$ cat config.mk
export PLATFORM = sky130hd
export DESIGN_NAME = sync_length_crc_frame_receiver
export DESIGN_NICKNAME = d
export VERILOG_FILES = /design/src/sfr_pkg.sv /design/src/sfr_queue.sv /design/src/sfr_front.sv /design/src/sfr_back.sv /design/src/sync_length_crc_frame_receiver.sv
export SDC_FILE = /design/constraint.sdc
export NUM_CORES = 1
export LEC_CHECK = 0
export BUFFER_PORTS_ARGS = -buffer_cell sky130_fd_sc_hd__buf_2
export CORE_UTILIZATION = 46
export DETAILED_ROUTE_END_ITERATION = 8
export PLACE_DENSITY_LB_ADDON = 0.08
export SLEW_MARGIN = 40
export SYNTH_ARGS = -nofsm -noshare
export SYNTH_HDL_FRONTEND = slang
export SYNTH_SLANG_ARGS = --single-unit
$ cat constraint.sdc
create_clock -name clk -period 12 [get_ports clk]
set_input_delay 1.2 -clock clk [delete_from_list [all_inputs] [get_ports clk]]
set_output_delay 1.2 -clock clk [all_outputs]
set_load 0.005 [all_outputs]
$ cat src/sfr_pkg.sv
// Shared types, constants and the CRC-8 step function for the frame receiver.
// No dependencies; every other file imports this package.
package sfr_pkg;

  // Largest payload the buffer holds
  localparam int MAX_PAYLOAD = 32;
  localparam int ADDR_W      = $clog2(MAX_PAYLOAD);
  localparam int LEN_W       = 6;

  // Depth of the frame descriptor queue between front and back
  localparam int QDEPTH = 2;

  // Result kinds
  localparam logic [1:0] KIND_HEADER = 2'd0;
  localparam logic [1:0] KIND_DATA   = 2'd1;
  localparam logic [1:0] KIND_ERROR  = 2'd2;

  // Register indexes on the configuration port
  localparam logic [2:0] REG_SYNC_FIRST  = 3'd0;
  localparam logic [2:0] REG_SYNC_SECOND = 3'd1;
  localparam logic [2:0] REG_LEN_LIMIT   = 3'd2;
  localparam logic [2:0] REG_CRC_POLY    = 3'd3;
  localparam logic [2:0] REG_CRC_START   = 3'd4;

  // Configuration seen by the front end
  typedef struct packed {
    logic [7:0]       sync_first;
    logic [7:0]       sync_second;
    logic [LEN_W-1:0] length_limit;
    logic [7:0]       crc_polynomial;
    logic [7:0]       crc_start;
  } cfg_t;

  // One completed frame, handed from front to back
  typedef struct packed {
    logic [1:0]       kind;
    logic [7:0]       command;
    logic [LEN_W-1:0] length;
  } desc_t;

  // Payload buffer write
  typedef struct packed {
    logic              en;
    logic [ADDR_W-1:0] addr;
    logic [7:0]        data;
  } mem_wr_t;

  // CRC-8, msb first, no reflection
  function automatic logic [7:0] crc8_update(input logic [7:0] crc, input logic [7:0] b,
                                             input logic [7:0] poly);
    logic [7:0] c;
    c = crc ^ b;
    for (int i = 0; i < 8; i++) begin
      if (c[7]) begin
        c = {c[6:0], 1'b0} ^ poly;
      end else begin
        c = {c[6:0], 1'b0};
      end
    end
    return c;
  endfunction

endpackage

$ cat src/sfr_queue.sv
// Small FIFO of frame descriptors between the front and back ends.
// Depends on sfr_pkg (desc_t, QDEPTH).
module sfr_queue import sfr_pkg::*; (
  input  logic  clk,
  input  logic  rst,
  input  logic  push,
  input  desc_t push_data,
  output logic  full,
  input  logic  pop,
  output desc_t pop_data,
  output logic  empty
);

  localparam int PTR_W = (QDEPTH > 1) ? $clog2(QDEPTH) : 1;
  localparam int CNT_W = $clog2(QDEPTH + 1);

  desc_t            entries [QDEPTH];
  logic [PTR_W-1:0] wr_ptr;
  logic [PTR_W-1:0] rd_ptr;
  logic [CNT_W-1:0] count;

  assign full     = (count == CNT_W'(QDEPTH));
  assign empty    = (count == '0);
  assign pop_data = entries[rd_ptr];

  // pointer and fill count
  always_ff @(posedge clk) begin
    if (rst) begin
      wr_ptr <= '0;
      rd_ptr <= '0;
      count  <= '0;
    end else begin
      if (push && !full) begin
        wr_ptr <= (wr_ptr == PTR_W'(QDEPTH - 1)) ? '0 : wr_ptr + 1'b1;
      end
      if (pop && !empty) begin
        rd_ptr <= (rd_ptr == PTR_W'(QDEPTH - 1)) ? '0 : rd_ptr + 1'b1;
      end
      if ((push && !full) && !(pop && !empty)) begin
        count <= count + 1'b1;
      end else if (!(push && !full) && (pop && !empty)) begin
        count <= count - 1'b1;
      end
    end
  end

  // storage
  always_ff @(posedge clk) begin
    if (push && !full) begin
      entries[wr_ptr] <= push_data;
    end
  end

endmodule

$ cat src/sfr_front.sv
// Front end: sync hunt, length/command parse, running CRC, payload buffer writes.
// Depends on sfr_pkg; pushes completed frames into the descriptor queue.
module sfr_front import sfr_pkg::*; (
  input  logic       clk,
  input  logic       rst,
  input  cfg_t       cfg,
  input  logic       in_valid,
  output logic       in_ready,
  input  logic [7:0] rx_byte,
  input  logic       back_busy,
  input  logic       q_full,
  input  logic       q_empty,
  output logic       q_push,
  output desc_t      q_data,
  output mem_wr_t    wr
);

  localparam logic [2:0] PH_SYNC_A  = 3'd0;
  localparam logic [2:0] PH_SYNC_B  = 3'd1;
  localparam logic [2:0] PH_LEN     = 3'd2;
  localparam logic [2:0] PH_CMD     = 3'd3;
  localparam logic [2:0] PH_PAYLOAD = 3'd4;
  localparam logic [2:0] PH_CRC     = 3'd5;

  logic [2:0]       phase, phase_next;
  logic [LEN_W-1:0] frame_length, frame_length_next;
  logic [7:0]       frame_command, frame_command_next;
  logic [LEN_W-1:0] bytes_collected, bytes_collected_next;
  logic [7:0]       running_crc, running_crc_next;

  logic             accept;
  logic [7:0]       limit;
  logic [7:0]       crc_in;
  logic [7:0]       crc_out;
  logic [LEN_W-1:0] count_inc;

  // payload must wait for the buffer to drain; CRC byte needs queue space
  assign in_ready = !((phase == PH_PAYLOAD) && (back_busy || !q_empty)) &&
                    !((phase == PH_CRC) && q_full);
  assign accept   = in_valid && in_ready;

  // effective length limit
  assign limit = (cfg.length_limit > LEN_W'(MAX_PAYLOAD)) ? 8'(MAX_PAYLOAD)
                                                         : 8'(cfg.length_limit);

  // one CRC step per byte; seeded at the length byte
  assign crc_in    = (phase == PH_LEN) ? cfg.crc_start : running_crc;
  assign crc_out   = crc8_update(crc_in, rx_byte, cfg.crc_polynomial);
  assign count_inc = bytes_collected + 1'b1;

  // parse sequencer
  always_comb begin
    phase_next           = phase;
    frame_length_next    = frame_length;
    frame_command_next   = frame_command;
    bytes_collected_next = bytes_collected;
    running_crc_next     = running_crc;
    q_push               = 1'b0;
    q_data.kind          = (rx_byte == running_crc) ? KIND_HEADER : KIND_ERROR;
    q_data.command       = frame_command;
    q_data.length        = frame_length;
    wr.en                = 1'b0;
    wr.addr              = bytes_collected[ADDR_W-1:0];
    wr.data              = rx_byte;
    if (accept) begin
      case (phase)
        PH_SYNC_A: begin
          if (rx_byte == cfg.sync_first) begin
            phase_next = PH_SYNC_B;
          end
        end
        PH_SYNC_B: begin
          phase_next = (rx_byte == cfg.sync_second) ? PH_LEN : PH_SYNC_A;
        end
        PH_LEN: begin
          if (rx_byte > limit) begin
            phase_next           = PH_SYNC_A;
            frame_length_next    = '0;
            frame_command_next   = '0;
            bytes_collected_next = '0;
            running_crc_next     = '0;
          end else begin
            frame_length_next    = rx_byte[LEN_W-1:0];
            bytes_collected_next = '0;
            running_crc_next     = crc_out;
            phase_next           = PH_CMD;
          end
        end
        PH_CMD: begin
          frame_command_next = rx_byte;
          running_crc_next   = crc_out;
          phase_next         = (frame_length != '0) ? PH_PAYLOAD : PH_CRC;
        end
        PH_PAYLOAD: begin
          wr.en                = 1'b1;
          bytes_collected_next = count_inc;
          running_crc_next     = crc_out;
          if (count_inc >= frame_length) begin
            phase_next = PH_CRC;
          end
        end
        PH_CRC: begin
          q_push               = 1'b1;
          phase_next           = PH_SYNC_A;
          frame_length_next    = '0;
          frame_command_next   = '0;
          bytes_collected_next = '0;
          running_crc_next     = '0;
        end
        default: begin
          phase_next           = PH_SYNC_A;
          frame_length_next    = '0;
          frame_command_next   = '0;
          bytes_collected_next = '0;
          running_crc_next     = '0;
        end
      endcase
    end
  end

  // frame state
  always_ff @(posedge clk) begin
    if (rst) begin
      phase           <= PH_SYNC_A;
      frame_length    <= '0;
      frame_command   <= '0;
      bytes_collected <= '0;
      running_crc     <= '0;
    end else begin
      phase           <= phase_next;
      frame_length    <= frame_length_next;
      frame_command   <= frame_command_next;
      bytes_collected <= bytes_collected_next;
      running_crc     <= running_crc_next;
    end
  end

endmodule

$ cat src/sfr_back.sv
// Back end: payload buffer, header/error emission and payload replay.
// Depends on sfr_pkg; pops descriptors from the queue, drives the result register.
module sfr_back import sfr_pkg::*; (
  input  logic             clk,
  input  logic             rst,
  input  logic             q_empty,
  input  desc_t            q_data,
  output logic             q_pop,
  input  mem_wr_t          wr,
  output logic             busy,
  output logic             out_valid,
  input  logic             out_ready,
  output logic [1:0]       kind,
  output logic [7:0]       command,
  output logic [LEN_W-1:0] length,
  output logic [7:0]       data,
  output logic             last
);

  localparam logic B_IDLE = 1'b0;
  localparam logic B_PAY  = 1'b1;

  logic [7:0]       mem [MAX_PAYLOAD];
  logic [7:0]       mem_q;
  logic             state;
  logic [LEN_W-1:0] idx;
  logic             q_ok;
  logic             out_free;
  logic             final_byte;
  logic             load_pay;

  assign out_free   = !out_valid || out_ready;
  assign q_pop      = (state == B_IDLE) && !q_empty && out_free;
  assign busy       = (state != B_IDLE);
  assign final_byte = ((idx + 1'b1) == length);
  assign load_pay   = (state == B_PAY) && q_ok && out_free;

  // payload buffer, registered read at the replay index
  always_ff @(posedge clk) begin
    if (wr.en) begin
      mem[wr.addr] <= wr.data;
    end
    mem_q <= mem[idx[ADDR_W-1:0]];
  end

  // replay sequencer and result register
  always_ff @(posedge clk) begin
    if (rst) begin
      state     <= B_IDLE;
      out_valid <= 1'b0;
      idx       <= '0;
      q_ok      <= 1'b0;
    end else begin
      if (q_pop || load_pay) begin
        out_valid <= 1'b1;
      end else if (out_ready) begin
        out_valid <= 1'b0;
      end
      case (state)
        B_IDLE: begin
          if (q_pop) begin
            kind      <= q_data.kind;
            command   <= q_data.command;
            length    <= q_data.length;
            data      <= 8'd0;
            last      <= (q_data.kind != KIND_HEADER) || (q_data.length == '0);
            idx       <= '0;
            q_ok      <= 1'b0;
            if ((q_data.kind == KIND_HEADER) && (q_data.length != '0)) begin
              state <= B_PAY;
            end
          end
        end
        B_PAY: begin
          if (load_pay) begin
            kind      <= KIND_DATA;
            data      <= mem_q;
            last      <= final_byte;
            idx       <= idx + 1'b1;
            q_ok      <= 1'b0;
            if (final_byte) begin
              state <= B_IDLE;
            end
          end else begin
            q_ok <= 1'b1;
          end
        end
        default: begin
          state <= B_IDLE;
        end
      endcase
    end
  end

endmodule

$ cat src/sync_length_crc_frame_receiver.sv
// Frame receiver for a byte-serial link. One received byte is taken per request
// and is normally accepted in the cycle it is offered. The front end hunts for two
// sync bytes, reads length, command, payload and CRC-8, and writes the payload into
// a 32-byte buffer; completed frames wait in a two-entry descriptor queue. The back
// end emits a header result in the cycle after it pops a good frame, then replays the
// payload byte by byte (a buffer read, then a result load once the output is free), or
// emits one error result on a CRC mismatch. Payload bytes of a following frame are
// held off until the previous replay has finished and the queue is empty, and the CRC
// byte waits while the queue is full; sync, length and command bytes never wait.
// Depends on sfr_pkg, sfr_front, sfr_queue and sfr_back.
module sync_length_crc_frame_receiver import sfr_pkg::*; (
  input  logic             clk,
  input  logic             rst,
  // configuration port
  input  logic             psel,
  input  logic             penable,
  input  logic             pwrite,
  input  logic [4:0]       paddr,
  input  logic [31:0]      pwdata,
  output logic [31:0]      prdata,
  output logic             pready,
  // byte input
  input  logic             in_valid,
  output logic             in_ready,
  input  logic [7:0]       rx_byte,
  // results
  output logic             out_valid,
  input  logic             out_ready,
  output logic [1:0]       kind,
  output logic [7:0]       command,
  output logic [LEN_W-1:0] length,
  output logic [7:0]       data,
  output logic             last
);

  cfg_t       cfg;
  logic [2:0] reg_idx;
  logic       reg_wr;
  logic       q_push;
  logic       q_pop;
  logic       q_full;
  logic       q_empty;
  desc_t      q_in;
  desc_t      q_out;
  mem_wr_t    wr;
  logic       back_busy;

  assign pready  = 1'b1;
  assign reg_idx = paddr[4:2];
  assign reg_wr  = psel && penable && pwrite && pready;

  // configuration registers
  always_ff @(posedge clk) begin
    if (rst) begin
      cfg.sync_first     <= 8'hAA;
      cfg.sync_second    <= 8'h55;
      cfg.length_limit   <= LEN_W'(32);
      cfg.crc_polynomial <= 8'h31;
      cfg.crc_start      <= 8'hFF;
    end else if (reg_wr) begin
      case (reg_idx)
        REG_SYNC_FIRST:  cfg.sync_first     <= pwdata[7:0];
        REG_SYNC_SECOND: cfg.sync_second    <= pwdata[7:0];
        REG_LEN_LIMIT:   cfg.length_limit   <= pwdata[LEN_W-1:0];
        REG_CRC_POLY:    cfg.crc_polynomial <= pwdata[7:0];
        REG_CRC_START:   cfg.crc_start      <= pwdata[7:0];
        default: ;
      endcase
    end
  end

  // register readback
  always_comb begin
    case (reg_idx)
      REG_SYNC_FIRST:  prdata = {24'd0, cfg.sync_first};
      REG_SYNC_SECOND: prdata = {24'd0, cfg.sync_second};
      REG_LEN_LIMIT:   prdata = {{(32 - LEN_W){1'b0}}, cfg.length_limit};
      REG_CRC_POLY:    prdata = {24'd0, cfg.crc_polynomial};
      REG_CRC_START:   prdata = {24'd0, cfg.crc_start};
      default:         prdata = 32'd0;
    endcase
  end

  sfr_front u_front (
    .clk       (clk),
    .rst       (rst),
    .cfg       (cfg),
    .in_valid  (in_valid),
    .in_ready  (in_ready),
    .rx_byte   (rx_byte),
    .back_busy (back_busy),
    .q_full    (q_full),
    .q_empty   (q_empty),
    .q_push    (q_push),
    .q_data    (q_in),
    .wr        (wr)
  );

  sfr_queue u_queue (
    .clk       (clk),
    .rst       (rst),
    .push      (q_push),
    .push_data (q_in),
    .full      (q_full),
    .pop       (q_pop),
    .pop_data  (q_out),
    .empty     (q_empty)
  );

  sfr_back u_back (
    .clk       (clk),
    .rst       (rst),
    .q_empty   (q_empty),
    .q_data    (q_out),
    .q_pop     (q_pop),
    .wr        (wr),
    .busy      (back_busy),
    .out_valid (out_valid),
    .out_ready (out_ready),
    .kind      (kind),
    .command   (command),
    .length    (length),
    .data      (data),
    .last      (last)
  );

  // buffer is only written when no replay can still read it
  a_wr_when_drained: assert property (@(posedge clk) disable iff (rst)
    wr.en |-> (!back_busy && q_empty))
    else $error("payload buffer written while a replay is pending");

  // front end never pushes into a full queue
  a_no_overflow: assert property (@(posedge clk) disable iff (rst)
    q_push |-> !q_full)
    else $error("descriptor queue overflow");

  // error result is always a single closing result with no data
  a_error_shape: assert property (@(posedge clk) disable iff (rst)
    (out_valid && (kind == KIND_ERROR)) |-> (last && (data == 8'd0)))
    else $error("malformed error result");

  // payload results only belong to frames with a payload
  a_data_len: assert property (@(posedge clk) disable iff (rst)
    (out_valid && (kind == KIND_DATA)) |-> (length != '0))
    else $error("payload result for an empty frame");

endmodule

==> results of run 1 <==
[logic make-up after synthesis]
group / count (synthesis) / synth area share
DFF: 402 / 0.6019
and+or+nand+nor: 365 / 0.09616
AOI/OAI and AO/OA: 190 / 0.07342
muxes: 159 / 0.1417
buffers and inverters: 128 / 0.03307
xor gates and xnor gates: 84 / 0.04116
adders and majority gates: 18 / 0.01215
other: 2 / 0.0004050
[registers in the layout (all words and copies together), names as in the netlist, 2 cells and up, named ones only]
register	cells
u_back.command	8
u_front.running_crc	8
u_back.kind	2
u_queue.count	2
u_front.bytes_collected	6
u_queue.entries	30
u_back.mem_q	8
u_back.data	8
cfg	38
u_front.phase	3
u_back.length	6
u_front.frame_command	8
u_front.frame_length	6
u_back.mem	256
u_back.idx	6
[metal layers]
metal	vias up	wire, µm	global-route usage
met1	5535	19920	0.3067
met2	278	19850	0.3370
li1	5117	-	-
met3	55	1996	0.03178
met5	-	0	0
met4	0	829	0.06042
[cell type report]
cell class | instances | share of cell area
clock buffer | 58 | 0.05723
clock inverter | 20 | 0.009629
inverter | 17 | 0.003088
multi-input combinational | 841 | 0.3356
sequential | 402 | 0.5405
tap | 525 | 0.03179
timing repair buffer | 77 | 0.02216
[how the worst max path moves through the flow]
stage                                                     end  depth (start not counted)
after floorplan           u_front.running_crc[7]$_SDFFE_PP0P_                         18
after global routing      u_front.running_crc[7]$_SDFFE_PP0P_                         16
after detailed placement  u_front.running_crc[7]$_SDFFE_PP0P_                         15
final                     u_front.running_crc[7]$_SDFFE_PP0P_                         16
after CTS                 u_front.running_crc[7]$_SDFFE_PP0P_                         15
after global placement    u_front.running_crc[7]$_SDFFE_PP0P_                         15
[cell usage after synthesis, types with 17 or more instances]
cell type    n
buf_4       28
nand2_1    102
xnor2_1     47
o21ai_0     38
edfxtp_1   311
a21oi_1     34
mux2i_1     51
nor2b_1     17
nor2_1     104
mux2_2      28
ha_1        18
nand3_1     31
inv_1       17
xor2_1      35
dfxtp_1     91
clkbuf_1    69
mux4_2      80
[power by group through the flow]
| stage | sequential [mW] | clock (mW) | combinational [mW] |
|---|---|---|---|
| 2_1_floorplan | 1.58 | 0 | 0.196 |
| 3_3_place_gp | 1.59 | 0 | 0.265 |
| 3_5_place_dp | 1.60 | 0 | 0.269 |
| 4_1_cts | 1.57 | 1.34 | 0.271 |
| 5_1_grt | 1.57 | 1.39 | 0.294 |
| 6_report | 1.56 | 1.31 | 0.268 |
[per-stage QoR]
stage	power (mW)	setup slack, ps
after global placement	1.860	5839
after global routing	3.250	6022
final	3.139	6395
after CTS	3.172	6376
after detailed placement	1.865	5788
after floorplan	1.776	7153
==> key figures, run 1 <==
Clock network
  – H-tree Lvls: 2
  – Clock transition at path regs: 60 ps
  – CTS tree: done
  – Total CTS buffers: 43
  – Setup bufs post-CTS: 0
  – Max Root-Sink Buffers: 3
  – Cts hold-fix bufs: 0
  – Post-cts resize count: 0
  – Skew-Pair Late Insertion Delay: 570 ps
  – Root Driver: clkbuf_16
  – Clock sinks: between 400 and 500

Synthesis
  – Ys async rst share: 0
  – EDFF count, synth: 311
  – Primary FF master, synth: edfxtp_1
  – Register bit total from synthesis: approximately 400
  – Cells after Synth: 1,348
  – Synth area leaders: edfxtp_1 (50%), dfxtp_1 (9.8%), mux4_2 (9.7%)
  – Synth area leader: edfxtp_1
  – Synth warn: 0
  – Netlist cell types: 83
  – Syn Area/Cell: ~14 µm²
  – Sequential-to-total area share from yosys stat: 0.6019
  – Share of the synthesized area in the top cell type: 0.5037
  – Mapped cell area: 18,540 µm²

Cells and area
  – # diodes: 0
  – Non-filler instance count after layout: around 1,900
  – NumNets Final: 1,452
  – Layout cell share with drive strength beyond 1: 0.2170
  – Register Area: 11,170 µm²
  – Fill cells: 3,394
  – Post-Route Utilization: 0.5200
  – Finished Cell Area: 20,660 µm²
  – Area of the multi-input gates: 6934 µm²
  – Most frequent cells in the layout: edfxtp_1 (311), nand2_1 (102), dfxtp_1 (88), mux4_2 (80), nor2_1 (77)
  – Area grow syn2layout: 11.43%
  – Most common cell after layout, fill and taps aside: edfxtp_1

Worst setup path
  – Worst reg2reg endpoint: u_front.running_crc[7]$_SDFFE_PP0P_
  – Type of origin of the critical path: primary input
  – R2r startpoint: u_front.phase[1]$_SDFFE_PP0P_
  – Worst Path Required: 12,440 ps
  – Setup crit end kind: flop
  – CP max FO: 27
  – Flop2flop setup slack: 6830 ps
  – Critical Path Source: rx_byte[6]
  – Crit path DAT: just over 6000 ps
  – WS Path Type: primary input to flop
  – R2R cell count: 14
  – Buf/Inv on CP: 2
  – Worst path top cell family by delay: compound AO/OA/AOI/OAI gates
  – Slowest cell on crit path: mux2_2
  – CP cell instances: buf_2 > buf_16 > xor2_1 > mux2_2 > nand2_1 > a21boi_0 > a211o_1 > o32ai_1 > and2_0 > a311o_1 > o21ai_1 > nand4_1 > o211a_1 > or2_4 > nor4b_1 > a221o_1
  – Crit path largest cell delay: slightly below 500 ps

Pwr
  – Leak: 6.766 nW
  – Sw Share: 0.2317
  – Clock power frac: 0.416
  – Pwr Density: 151.9 nW/µm²
  – Logic pwr share: 0.085
  – Worst VDD drop: between 90 and 100 µV
  – Int Pwr: 2.412 mW
  – Switching pwr: 727.5 µW
  – Register share of total power: 0.498

Routing
  – Antenna-violating nets left: 0
  – Drt first-iter violations: 767
  – Drt wl/cell: 21.96 µm
  – Vias: 10,990
  – Drt first pass iters: 5
  – Vias per inst: approximately 5.7
  – Routed wire length: 42,600 µm
  – Post-route DRC violation count: 0

STA
  – Min Tclk post-route: 5605 ps
  – Worst-Margin Slew: 846.2 ps
  – Final hold slack: 453.3 ps
  – Max Freq: 0.1784 GHz
  – RSZ-0062 raised after global routing: false
  – # setup viols final: 0
  – Setup_tns: 0 ps
  – Max-slew violation count: 0
  – Skew final: 22.28 ps
  – Max_slew headroom: 0.4351
  – Hold Vio Cnt, Final: 0
  – Tcrit/Tclk final: 0.4671

Worst hold path
  – Hold Startpoint: u_front.frame_command[6]$_SDFFE_PP0P_
  – Hold depth: 0
  – Hold Path Sink: u_queue.entries[1][12]$_DFFE_PP_
  – Tightest Hold Check Type: flop to flop

Place
  – Dpl hpwl: 27,440 µm
  – IO Port Bufs: 60
  – Placed Cells: 1,861
  – Placed cell area: 19,210 µm²
  – Routability cong.: 0.8039

Global routing
  – Antenna violations before repair: 1
  – Gr ovfl total: 0
  – Pin count of the biggest net entering global routing: 68
  – Via count of the first global-routing pass: 10,810
  – Overall routing resource usage: 0.2132
  – First-pass GRT wire length: 66,020 µm

Floorplan
  – IO Count: 112
  – Die Ht: between 200 and 250 µm
  – Die X: 202.8 µm
  – Row count: 73
  – DIE AREA: approximately 40,000 µm²
  – Core ar.: 39,730 µm²
  – Initial Util: 0.4667

Run status
  – Outcome: finished, final reports clean

Run
  – Number of max-cap violations: 0
No activity file was read; power rests on OpenSTA's default activity.
==> run 2, diff against run 1 <==
Settings changed: ABC_AREA set to 1.
Clock period 12 ns to 5.6 ns, I/O delays scaled along.
==> run 2 against run 1 <==
  * Clock power grew 110%
  * Total power grew 120%
  * Clock skew shrank 13 ps
  * Routed wire length grew 11%
  * Via count grew 17%
  * Design area shrank 1.7%
  * Largest power group unchanged
==> key figures, run 2 <==
Run status
  – Outcome: finished, final reports clean (unchanged)

STA
  – # setup viols final: 0 (unchanged)
  – Tcrit/Tclk final: 0.6855
  – Max_slew headroom: 0.4211 (was 0.4351)
  – Skew final: 8.880 ps (was 22.28 ps)
  – Max-slew violation count: 0 (unchanged)
  – Setup_tns: 0 ps (unchanged)
  – Min Tclk post-route: 3839 ps
  – Hold Vio Cnt, Final: 0 (unchanged)
  – Worst-Margin Slew: 865.2 ps (was 846.2 ps)
  – RSZ-0062 raised after global routing: false (unchanged)
  – Max Freq: between 0.2 and 0.3 GHz

Synthesis
  – Synth area leader: edfxtp_1 (unchanged)
  – Sequential-to-total area share from yosys stat: 0.6133 (was 0.6019)
  – Cells after Synth: 1,752 (was 1,348)
  – Primary FF master, synth: edfxtp_1 (unchanged)
  – Most common cell in the netlist: edfxtp_1 (unchanged)
  – Synth warn: 0 (unchanged)
  – Syn Area/Cell: 10.39 µm² (was 13.75 µm²)
  – EDFF count, synth: 311 (unchanged)
  – Share of the synthesized area in the top cell type: 0.5132 (was 0.5037)
  – Mapped cell area: 18,200 µm² (was 18,540 µm²)
  – Register bit total from synthesis: 402 (unchanged)
  – Synth area leaders: edfxtp_1 (51%), dfxtp_1 (10%), o21ai_0 (5.2%) (was edfxtp_1 (50%), dfxtp_1 (9.8%), mux4_2 (9.7%))
  – Most frequent cells after synthesis: edfxtp_1 (311), nor2_1 (250), nand2_1 (227) (was edfxtp_1 (311), nor2_1 (104), nand2_1 (102))
  – Netlist cell types: 52 (was 83)
  – Ys async rst share: 0 (unchanged)

Place
  – IO Port Bufs: 60 (unchanged)
  – Dpl hpwl: 29,430 µm (was 27,440 µm)
  – Routability cong.: 0.8671 (was 0.8039)

Worst setup path
  – Buf/Inv on CP: 2 (unchanged)
  – Flop2flop setup slack: 1760 ps (was 6830 ps)
  – CP max FO: 17 (was 27)
  – Worst Path Required: 6020 ps (was 12,440 ps)
  – Worst path top cell family by delay: simple AND/OR/NAND/NOR gates (was compound AO/OA/AOI/OAI gates)
  – Slowest cell on crit path: dfxtp_1 (was mux2_2)
  – Setup crit end kind: flop (unchanged)
  – Type of origin of the critical path: flop (was primary input)
  – Crit path DAT: 4250 ps (was 6050 ps)
  – WS Path Type: flop to flop (was primary input to flop)
  – Crit path largest cell delay: 650 ps (was 490 ps)

Cells and area
  – Top reg by flops: u_back.mem (unchanged)
  – Most common cell after layout, fill and taps aside: edfxtp_1 (unchanged)
  – Max reg flops: 256 (unchanged)
  – Area grow syn2layout: 11.58% (was 11.43%)
  – NumNets Final: 1,861 (was 1,452)
  – Largest regs: u_back.mem: 256 flops, cfg: 38 flops, u_queue.entries: 30 flops (unchanged)
  – # diodes: 0 (unchanged)
  – Layout cell share with drive strength beyond 1: 0.1265 (was 0.2170)
  – Most frequent cells in the layout: edfxtp_1 (311), nor2_1 (233), nand2_1 (227), o21ai_0 (188), inv_1 (111) (was edfxtp_1 (311), nand2_1 (102), dfxtp_1 (88), mux4_2 (80), nor2_1 (77))

Global routing
  – Pin count of the biggest net entering global routing: 78 (was 68)
  – Antenna violations before repair: 0 (was 1)
  – First-pass GRT wire length: 72,310 µm (was 66,020 µm)
  – Overall routing resource usage: 0.2358 (was 0.2132)
  – Gr ovfl total: 0 (unchanged)
  – Via count of the first global-routing pass: 12,110 (was 10,810)

Clock network
  – Cts hold-fix bufs: 0 (unchanged)
  – Clock sinks: 402 (unchanged)
  – Skew-Pair Late Insertion Delay: 570 ps (about the same)
  – Max Root-Sink Buffers: 3 (unchanged)
  – CTS tree: done (unchanged)
  – Clock transition at path regs: 60 ps (about the same)
  – Root Driver: clkbuf_16 (unchanged)
  – Post-cts resize count: 0 (unchanged)
  – Total CTS buffers: 43 (unchanged)
  – H-tree Lvls: 2 (unchanged)
  – Setup bufs post-CTS: 0 (unchanged)

Floorplan
  – Core ar.: 38,830 µm² (was 39,730 µm²)
  – DIE AREA: 40,360 µm² (was 41,110 µm²)
  – Die Ht: 200.9 µm (was 202.8 µm)
  – Row count: 72 (was 73)
  – IO Count: 112 (unchanged)
  – Initial Util: 0.4687 (was 0.4667)
  – Die X: 200.9 µm (was 202.8 µm)

Pwr
  – Worst VDD drop: 190.2 µV (was 95.64 µV)
  – Total power: 6.815 mW (was 3.139 mW)
  – Leak: 7.372 nW (was 6.766 nW)
  – Pwr Density: 335.6 nW/µm² (was 151.9 nW/µm²)

Routing
  – Drt first-iter violations: 1,155 (was 767)
  – Antenna-violating nets left: 0 (unchanged)
  – Routed wire length: 47,460 µm (was 42,600 µm)
  – Drt wl/cell: 20.25 µm (was 21.96 µm)
  – Vias per inst: 5.500 (was 5.662)
  – Drt first pass iters: 5 (unchanged)
  – Post-route DRC violation count: 0 (unchanged)
  – Vias: 12,890 (was 10,990)

Run
  – Number of max-cap violations: 0 (unchanged)

Worst hold path
  – Tightest Hold Check Type: primary input to flop (was flop to flop)
==> run 2: changes by cell type after synthesis, moves of 79 or more <==
| cell | delta |
|---|---|
| inv_1 | +96 |
| nor2_1 | +146 |
| nand2_1 | +125 |
| o21ai_0 | +150 |
| mux4_2 | -80 |
| nand3_1 | +79 |
==> run 2: power breakdown <==
group | internal [mW] | total [mW] | switching [mW] | leakage (nW)
clock network | 1.63 | 2.80 | 1.16 | 0.665
logic | 0.225 | 0.649 | 0.424 | 3.16
registers | 3.30 | 3.37 | 0.0687 | 3.55
total | 5.16 | 6.82 | 1.66 | 7.37
==> run 2: final timing paths <==
check / startpoint / end / depth (start not counted)
max: u_front.phase[1]$_SDFFE_PP0P_ / u_front.running_crc[6]$_SDFFE_PP0P_ / 25
min reg2reg: u_front.frame_command[0]$_SDFFE_PP0P_ / u_queue.entries[1][6]$_DFFE_PP_ / 0
max reg2reg: u_front.phase[1]$_SDFFE_PP0P_ / u_front.running_crc[6]$_SDFFE_PP0P_ / 25
min: pwdata[7] / cfg[37]$_SDFFE_PP1P_ / 3
==> run 2: routing by layer <==
| layer | GRT usage | vias up | part of all wire |
|---|---|---|---|
| met5 | 0 | - | 0 |
| li1 | - | 6209 | - |
| met3 | 0.03929 | 76 | 0.058 |
| met4 | 0.06107 | 0 | 0.020 |
| met2 | 0.3899 | 391 | 0.47 |
| met1 | 0.3222 | 6216 | 0.45 |
==> run 2: logic make-up (layout without fill, tap and decap cells) <==
| family | after synthesis | in the layout | share of synthesized area |
|---|---|---|---|
| mux | 15 | 15 | 0.009213 |
| fa+ha+maj | 18 | 18 | 0.01238 |
| simple gates | 665 | 665 | 0.1649 |
| flops | 402 | 402 | 0.6133 |
| compound gates | 367 | 367 | 0.1199 |
| buf+inv | 233 | 284 | 0.05480 |
| xor+xnor | 50 | 50 | 0.02509 |
| other cells | 2 | 25 | 0.0004127 |
==> run 2: final cells by class <==
class / count / area (µm²)
Multi-Input combinational cell: 1140 / 6175
Clock buffer: 57 / 1150
Clock inverter: 23 / 224.0
Sequential cell: 402 / 11170
Fill cell: 3429 / 18520
Timing Repair Buffer: 79 / 473.0
Tap cell: 518 / 648.1
Inverter: 125 / 470.5
==> run 2: per-stage QoR <==
step	setup slack [ps]	hold WS, ps	util	cells	area, µm²
2_1_floorplan	2521	425.6	-	1775	18290
3_3_place_gp	1212	439.1	0.4862	2264	18880
3_5_place_dp	1652	441.8	0.4867	2264	18900
4_1_cts	1791	269.1	0.5221	2344	20270
5_1_grt	1408	291.2	0.5230	2344	20310
6_report	1761	291.2	0.5230	2344	20310
==> run 2: worst reg2reg max path, stage by stage, from the launching register on <==
cell	delay, ps
dfxtp_1	650
nand2_4	230
nand2_1	130
nand3_1	100
nand2_2	240
nand3_1	110
nand2_1	190
inv_1	80
nand3_2	130
nand3_4	90
nand2_1	130
inv_2	70
nor2_8	160
nand3_4	150
nand3_4	130
nor2_2	70
nor2_8	190
nand3_4	160
nand2_4	130
nor2_2	40
nand2_2	120
nand2_2	90
nor2_1	90
nand2_1	60
nand3_1	80
a21oi_1	70
